`src/hw/rtl/fbcd_pkg.sv`:
```
// Shared types and constants for the five-bit code dictionary unpacker.
package fbcd_pkg;

   localparam int CODE_W   = 5;
   localparam int SYM_W    = 8;
   localparam int CARRY_W  = 4;

   localparam logic [CODE_W-1:0] END_CODE = 5'd31;

   localparam logic OP_DATA = 1'b0;
   localparam logic OP_LOAD = 1'b1;

   // position of the next byte within its five-byte group
   typedef enum logic [2:0] {
      PH_B0 = 3'd0,
      PH_B1 = 3'd1,
      PH_B2 = 3'd2,
      PH_B3 = 3'd3,
      PH_B4 = 3'd4
   } phase_type;

   // codes pulled out of one data byte
   typedef struct packed {
      logic [CODE_W-1:0] code0;
      logic [CODE_W-1:0] code1;
      logic              two;
      logic              end0;
      logic              end1;
   } codes_type;

endpackage

```
`src/hw/rtl/five_bit_code_dictionary_unpacker.sv`:
```
// Five-bit code dictionary unpacker top level.
// A data word's first result is shown the cycle after it is accepted.
// One word per cycle while each gives one result and the output is not stalled; a
//   word that gives two holds off the next until its second is taken. The single
//   result register and two-word sequencer set this; loads and post-end words give none.
// Reset (synchronous) clears phase, carry, stop flag and pending results; the table
//   keeps its contents and must be loaded before use.
module five_bit_code_dictionary_unpacker
   import fbcd_pkg::*;
#(
   parameter int TABLE_ENTRIES = 31
)
(
   input  logic              clock,
   input  logic              reset,
   input  logic              req_valid,
   output logic              req_stall,
   input  logic              req_op,
   input  logic [CODE_W-1:0] req_index,
   input  logic [SYM_W-1:0]  req_value,
   output logic              rsp_valid,
   input  logic              rsp_stall,
   output logic [SYM_W-1:0]  rsp_symbol,
   output logic              rsp_end_seen,
   output logic              rsp_last
);

   codes_type        codes;
   logic             stopped;
   logic             busy;
   logic             accept, take, tbl_wr;
   logic [SYM_W-1:0] sym0, sym1;

   assign req_stall = busy;
   assign accept    = req_valid && !req_stall;
   assign take      = accept && (req_op == OP_DATA) && !stopped;
   assign tbl_wr    = accept && (req_op == OP_LOAD);

   fbcd_split u_split (
      .clock   (clock),
      .reset   (reset),
      .take    (take),
      .value   (req_value),
      .codes   (codes),
      .stopped (stopped)
   );

   fbcd_table #(
      .TABLE_ENTRIES (TABLE_ENTRIES)
   ) u_table (
      .clock    (clock),
      .wr_en    (tbl_wr),
      .wr_index (req_index),
      .wr_value (req_value),
      .rd_en    (take),
      .rd_code0 (codes.code0),
      .rd_code1 (codes.code1),
      .rd_sym0  (sym0),
      .rd_sym1  (sym1)
   );

   fbcd_resp u_resp (
      .clock        (clock),
      .reset        (reset),
      .load         (take),
      .codes        (codes),
      .sym0         (sym0),
      .sym1         (sym1),
      .rsp_stall    (rsp_stall),
      .rsp_valid    (rsp_valid),
      .rsp_symbol   (rsp_symbol),
      .rsp_end_seen (rsp_end_seen),
      .rsp_last     (rsp_last),
      .busy         (busy)
   );

   a_end_zero: assert property (@(posedge clock) disable iff (reset)
      rsp_valid && rsp_end_seen |-> (rsp_symbol == '0) && rsp_last)
      else $error("end marker word carries a symbol or is not last");

   a_end_stops: assert property (@(posedge clock) disable iff (reset)
      rsp_valid && rsp_end_seen |-> stopped)
      else $error("end marker shown but decoder not stopped");

   a_second_follows: assert property (@(posedge clock) disable iff (reset)
      rsp_valid && !rsp_stall && !rsp_last |=> rsp_valid && rsp_last)
      else $error("first of two words not followed by the last one");

   a_no_take_busy: assert property (@(posedge clock) disable iff (reset)
      take |-> !(rsp_valid && !(rsp_last && !rsp_stall)))
      else $error("data word taken while results still pending");

endmodule

```
`src/hw/rtl/fbcd_split.sv`:
```
// Bit splitter: phase and carry tracking that cuts packed bytes into 5-bit codes.
module fbcd_split
   import fbcd_pkg::*;
(
   input  logic             clock,
   input  logic             reset,
   input  logic             take,
   input  logic [SYM_W-1:0] value,
   output codes_type        codes,
   output logic             stopped
);

   phase_type          phase_ff, phase_in;
   logic [CARRY_W-1:0] carry_ff, carry_in;
   logic               stopped_ff, stopped_in;
   logic [CARRY_W-1:0] carry_nx;
   logic [CODE_W-1:0]  c0, c1;
   logic               two;

   // next phase
   always_comb begin
      unique case (phase_ff)
         PH_B0:   phase_in = PH_B1;
         PH_B1:   phase_in = PH_B2;
         PH_B2:   phase_in = PH_B3;
         PH_B3:   phase_in = PH_B4;
         PH_B4:   phase_in = PH_B0;
         default: phase_in = PH_B1;
      endcase
   end

   // code extraction per phase
   always_comb begin
      c1 = '0;
      unique case (phase_ff)
         PH_B1: begin
            c0       = {carry_ff[2:0], value[7:6]};
            c1       = value[5:1];
            two      = 1'b1;
            carry_nx = {3'b000, value[0]};
         end
         PH_B2: begin
            c0       = {carry_ff[0], value[7:4]};
            two      = 1'b0;
            carry_nx = value[3:0];
         end
         PH_B3: begin
            c0       = {carry_ff[3:0], value[7]};
            c1       = value[6:2];
            two      = 1'b1;
            carry_nx = {2'b00, value[1:0]};
         end
         PH_B4: begin
            c0       = {carry_ff[1:0], value[7:5]};
            c1       = value[4:0];
            two      = 1'b1;
            carry_nx = '0;
         end
         default: begin
            // first byte of a group, also for unused phase codes
            c0       = value[7:3];
            two      = 1'b0;
            carry_nx = {1'b0, value[2:0]};
         end
      endcase
   end

   assign codes.code0 = c0;
   assign codes.code1 = c1;
   assign codes.two   = two;
   assign codes.end0  = (c0 == END_CODE);
   assign codes.end1  = two && (c1 == END_CODE);

   assign carry_in   = carry_nx;
   assign stopped_in = stopped_ff || codes.end0 || codes.end1;

   always_ff @(posedge clock) begin
      if (reset) begin
         phase_ff   <= PH_B0;
         carry_ff   <= '0;
         stopped_ff <= 1'b0;
      end else if (take) begin
         phase_ff   <= phase_in;
         carry_ff   <= carry_in;
         stopped_ff <= stopped_in;
      end
   end

   assign stopped = stopped_ff;

endmodule

```
`src/hw/rtl/fbcd_table.sv`:
```
// Symbol table: one write port, two registered read ports.
module fbcd_table
   import fbcd_pkg::*;
#(
   parameter int TABLE_ENTRIES = 31
)
(
   input  logic              clock,
   input  logic              wr_en,
   input  logic [CODE_W-1:0] wr_index,
   input  logic [SYM_W-1:0]  wr_value,
   input  logic              rd_en,
   input  logic [CODE_W-1:0] rd_code0,
   input  logic [CODE_W-1:0] rd_code1,
   output logic [SYM_W-1:0]  rd_sym0,
   output logic [SYM_W-1:0]  rd_sym1
);

   localparam int AW = (TABLE_ENTRIES > 1) ? $clog2(TABLE_ENTRIES) : 1;
   localparam logic [CODE_W-1:0] LIMIT = CODE_W'(TABLE_ENTRIES);

   logic [SYM_W-1:0] mem [TABLE_ENTRIES];
   logic [SYM_W-1:0] sym0_ff, sym1_ff;
   logic             hit0, hit1;

   // the end code never reaches the table: LIMIT is at most 31
   assign hit0 = (rd_code0 < LIMIT);
   assign hit1 = (rd_code1 < LIMIT);

   always_ff @(posedge clock) begin
      if (wr_en && (wr_index < LIMIT)) begin
         mem[wr_index[AW-1:0]] <= wr_value;
      end
   end

   always_ff @(posedge clock) begin
      if (rd_en) begin
         sym0_ff <= hit0 ? mem[rd_code0[AW-1:0]] : '0;
         sym1_ff <= hit1 ? mem[rd_code1[AW-1:0]] : '0;
      end
   end

   assign rd_sym0 = sym0_ff;
   assign rd_sym1 = sym1_ff;

endmodule

```
`src/hw/rtl/fbcd_resp.sv`:
```
// Result sequencer: holds one byte's decode and hands out its one or two words.
module fbcd_resp
   import fbcd_pkg::*;
(
   input  logic             clock,
   input  logic             reset,
   input  logic             load,
   input  codes_type        codes,
   input  logic [SYM_W-1:0] sym0,
   input  logic [SYM_W-1:0] sym1,
   input  logic             rsp_stall,
   output logic             rsp_valid,
   output logic [SYM_W-1:0] rsp_symbol,
   output logic             rsp_end_seen,
   output logic             rsp_last,
   output logic             busy
);

   logic pend_ff, pend_in;
   logic sel_ff, sel_in;
   logic two_ff, end0_ff, end1_ff;
   logic fire, done;

   assign fire = pend_ff && !rsp_stall;
   assign done = fire && rsp_last;
   assign busy = pend_ff && !done;

   always_comb begin
      pend_in = pend_ff;
      sel_in  = sel_ff;
      if (load) begin
         pend_in = 1'b1;
         sel_in  = 1'b0;
      end else if (done) begin
         pend_in = 1'b0;
         sel_in  = 1'b0;
      end else if (fire) begin
         sel_in  = 1'b1;
      end
   end

   always_ff @(posedge clock) begin
      if (reset) begin
         pend_ff <= 1'b0;
         sel_ff  <= 1'b0;
      end else begin
         pend_ff <= pend_in;
         sel_ff  <= sel_in;
      end
   end

   // an end in the first code drops the second one
   always_ff @(posedge clock) begin
      if (load) begin
         two_ff  <= codes.two && !codes.end0;
         end0_ff <= codes.end0;
         end1_ff <= codes.end1;
      end
   end

   assign rsp_valid    = pend_ff;
   assign rsp_end_seen = sel_ff ? end1_ff : end0_ff;
   assign rsp_last     = sel_ff || !two_ff;
   assign rsp_symbol   = rsp_end_seen ? '0 : (sel_ff ? sym1 : sym0);

endmodule

```
`config.mk`:
```
export PLATFORM = sky130hd
export DESIGN_NAME = five_bit_code_dictionary_unpacker
export DESIGN_NICKNAME = d
export VERILOG_FILES = /design/src/hw/rtl/fbcd_pkg.sv /design/src/hw/rtl/five_bit_code_dictionary_unpacker.sv /design/src/hw/rtl/fbcd_split.sv /design/src/hw/rtl/fbcd_table.sv /design/src/hw/rtl/fbcd_resp.sv
export SDC_FILE = /design/constraint.sdc
export NUM_CORES = 1
export LEC_CHECK = 0
export BUFFER_PORTS_ARGS = -buffer_cell sky130_fd_sc_hd__buf_2
export CORE_UTILIZATION = 60
export DETAILED_ROUTE_END_ITERATION = 8
export GPL_ROUTABILITY_DRIVEN = 0
export HOLD_SLACK_MARGIN = 0.1
export PLACE_DENSITY_LB_ADDON = 0.15
export SYNTH_ARGS = -nofsm -noshare
export SYNTH_HDL_FRONTEND = slang
export SYNTH_SLANG_ARGS = --single-unit
```
`constraint.sdc`:
```
create_clock -name clock -period 2.9 [get_ports clock]
set_input_delay 0.435 -clock clock [delete_from_list [all_inputs] [get_ports clock]]
set_output_delay 0.435 -clock clock [all_outputs]
set_load 0.01 [all_outputs]
```
==> metrics.txt <==
run status complete, but fails checks; failing checks negative setup slack; YS warnings 0; Hold Path Stages 2; WS Path Type reg2reg; register-to-register setup slack -0.01 ns; Worst-path clk slew 0.06 ns; Adder-Cell Fraction of Synth Area 0%; P_leak 6.944 nW; max-cap viol count 0; critical path data arrival time 3.20 ns; clock network fraction of design power 36.6%; RSZ-0062 raised after global routing yes; largest family of logic cells by synthesized area multiplexers; antenna violations before repair 1; Max Transition Viols Final 0; die height 154.5 um; critical path required time 3.18 ns; Synth Area in Compound Gates 11.36%; FF+latch count, synth 277; Fillers 1,498; vias in the first global route 10.40k; crit-path max FO 10; layout cells sized above 1 26.71%; RR Endpoint u_table.rd_sym0[4]$_SDFFCE_PP0P_; Int Pwr 7.460 mW; number of flops mapped to enable cells by yosys 267; post-route ant nets 0; depth of the CTS H-tree 1; Worst Setup SP u_split.phase_ff[1]$_SDFFE_PP0P_; library cells used by synthesis 63; sink of the worst hold path u_resp.rsp_valid$_SDFFE_PP0P_; multi-input logic area 5421 um^2; Hold Buf Count CTS 0; Hold Slack 0.2064 ns; initial drt markers 1,363; reg2reg path depth 10; wire per inst 26.58 um; total track usage 35.72%; Post-Synthesis Cells 1,100; peak supply drop 0.0005520 V; final worst slack -0.01471 ns; nets@finish 1,311; CTS tree done; Ports 30; startpoint types register; FF-to-FF Start u_split.phase_ff[1]$_SDFFE_PP0P_; CTS Buffer Depth 3; Num Clock Sinks 277; total power 10.05 mW; DR DRC count 0; mux cell area share after synthesis 17.39%; clock latency on the worst-skew pair 0.55 ns; Main synth FF type edfxtp_1; Worst Clk Skew 0.01426 ns; Critical Path End Type register; Layout area overhead 22.75%; Via-to-Cell Ratio 6.666; XOR/XNOR Fraction of Synth Area 0%; Final HPWL DP 29,350 um; Sw Ratio 25.78%; total CTS buffers 29; asr flop ratio synth 0%; synthesized netlist net count 1,118; Post-Synth Simple-Gate Area 8.698%; Mapped Area 13,950 um^2; Die Span X 154.5 um; global-route wire length before repair 62,070 um; Psw 2.591 mW; first drt pass iteration count 8; initial core utilization 61.44%; Sequential Area 8223 um^2; worst-margin pin slew 0.6227 ns; Via Count 10.67k; Slew HR 58.49%; period utilization 100.5%; Core ar. 22,710 um^2; Die ar. 23,870 um^2; PortBufs 29; total gr overflow 0; share of power burned in registers 44.4%; syn_area_per_cell 12.68 um^2; Hold Crit Start reset; Logic pwr share 19.0%; largest net degree at the start of global routing 34; clk root buf clkbuf_16; Seq/Total Area, Yosys 58.90%; worst hold path type in2reg; PwrDens 586.8 nW/um^2; final wirelength 42,520 um; Final Hold Viols 0; fmax 0.3431 GHz; FP Rows 55; Final min period 2.915 ns; final setup vio count 1
## logic make-up after synthesis
logic type	after synthesis
AO/OA/AOI/OAI	235
multiplexers	218
AND/OR/NAND/NOR	270
buffers and inverters	100
flip-flops	277
## critical path, stage by stage (launching register included)
cell and delay (ns):
dfxtp_4 0.39, mux4_2 0.49, or2_1 0.26, nand2_4 0.17, buf_12 0.18, buf_4 0.13, mux2i_1 0.26, a211oi_1 0.13
nor4_2 0.41, buf_4 0.18, a31oi_1 0.03
## Yosys cell counts, types with 4 or more instances
library cell | count | share of area [%]
edfxtp_1 | 267 | 57
mux2i_1 | 188 | 13
nand2_1 | 111 | 3.0
a21oi_1 | 78 | 2.8
nor2_1 | 78 | 2.1
a211oi_1 | 37 | 2.0
o21ai_0 | 29 | 1.0
buf_2 | 27 | 0.97
clkbuf_1 | 24 | 0.65
a221oi_1 | 22 | 1.4
mux4_2 | 18 | 2.9
buf_4 | 17 | 0.91
inv_1 | 17 | 0.46
nor3_1 | 17 | 0.61
a22oi_1 | 12 | 0.65
o221ai_1 | 12 | 0.75
mux2_2 | 11 | 0.89
dfxtp_1 | 10 | 1.4
nand3_1 | 10 | 0.36
a311oi_1 | 9 | 0.56
buf_1 | 9 | 0.24
and3_1 | 8 | 0.36
nor2b_1 | 8 | 0.36
nor3b_1 | 7 | 0.38
nor4_1 | 7 | 0.31
nand2b_1 | 6 | 0.27
buf_6 | 5 | 0.40
a31oi_1 | 4 | 0.18
o21ai_1 | 4 | 0.14
## sequential cells by signal, indices dropped and copies added, names as in the netlist
name and count:
u_resp.rsp_valid 1, u_table.rd_sym1 8, u_table.rd_sym0 8, u_resp.end1_ff 1
u_resp.sel_ff 1, u_split.carry_ff 4, u_split.stopped 1, u_resp.two_ff 1
u_resp.end0_ff 1, u_table.mem 248, u_split.phase_ff 3
## metrics by stage
step                area (um^2)  setup slack, ns  util, %  instances  TNS (ns)
global route              17130         -0.05175    75.41       1599  -0.05861
floorplan                 13950           0.3991        -       1100         0
finish                    17130         -0.01471    75.42       1600  -0.01471
CTS                       16940          0.01136    74.59       1589         0
global placement          15820          -0.3300    69.65       1534    -1.361
detailed placement        15820          -0.3499    69.65       1534    -1.784
## layout make-up
cell class	count	share of cell area (%)
diodes	1	0.01461
clock buffers	35	4.368
clock inverters	17	1.081
inverters	18	0.3945
multi-input cells	723	31.65
flip-flops and latches	277	48.01
well taps	285	2.082
repair buffers	244	12.40
## what timing repair did
item	CTS	global route
cloned	2	1
resized for setup	21	22
setup endpoints to repair	11	15
buffers inserted	1	9
pin swaps	2	4
## power groups by stage
| stage | Sequential, mW | Clock, mW | Combinational [mW] |
|---|---|---|---|
| after global routing | 4.47 | 3.82 | 1.99 |
| after detailed placement | 4.55 | 0 | 1.72 |
| after floorplan | 4.54 | 0 | 0.898 |
| final | 4.46 | 3.68 | 1.91 |
| after global placement | 4.55 | 0 | 1.70 |
| after CTS | 4.46 | 3.68 | 1.79 |
## metal layers
metal  GRT usage, %  part of all wire (%)  vias up
li1               -                     -     4649
met1          47.60                    38     5185
met2          57.75                    46      706
met3          5.996                    11      125
met4          16.60                   4.5        0
met5              0                     0        -
## worst max-delay path by stage
stage	slack, ns	endpoint	cells past startpoint
3_5_place_dp	-0.35	u_table.rd_sym0[2]$_SDFFCE_PP0P_	11
4_1_cts	0.01	u_table.rd_sym1[0]$_SDFFCE_PP0P_	10
3_3_place_gp	-0.33	u_table.rd_sym0[2]$_SDFFCE_PP0P_	10
6_report	-0.01	u_table.rd_sym0[4]$_SDFFCE_PP0P_	10
2_1_floorplan	0.40	u_table.rd_sym0[0]$_SDFFCE_PP0P_	10
5_1_grt	-0.05	u_table.rd_sym0[4]$_SDFFCE_PP0P_	10
## placed cells by master (no fill, tap or decap), types with 3 or more instances in the layout
cell type and n:
buf_6 5, a31oi_1 4, bufinv_16 4, nor4_1 3, nor3_1 17, clkinv_1 7
inv_1 17, nand3_1 9, a211oi_1 35, o221ai_1 9, a221oi_1 17, nor3b_1 7
mux2i_1 186, nor4_4 3, a21o_1 3, mux2_2 11, o21ai_0 26, a221oi_2 5
o21ai_1 7, edfxtp_1 267, clkinvlp_4 3, and3_1 8, clkbuf_1 6, nand2_1 110
a22oi_1 11, a311oi_1 9, nand2b_1 6, a21oi_1 77, buf_2 29, mux4_2 18
buf_4 184, clkinv_2 4, clkbuf_16 30, o221ai_2 3, dfxtp_1 8, buf_12 22
nor2_1 78, nor2b_1 8
(Power assumes the default switching activity.)
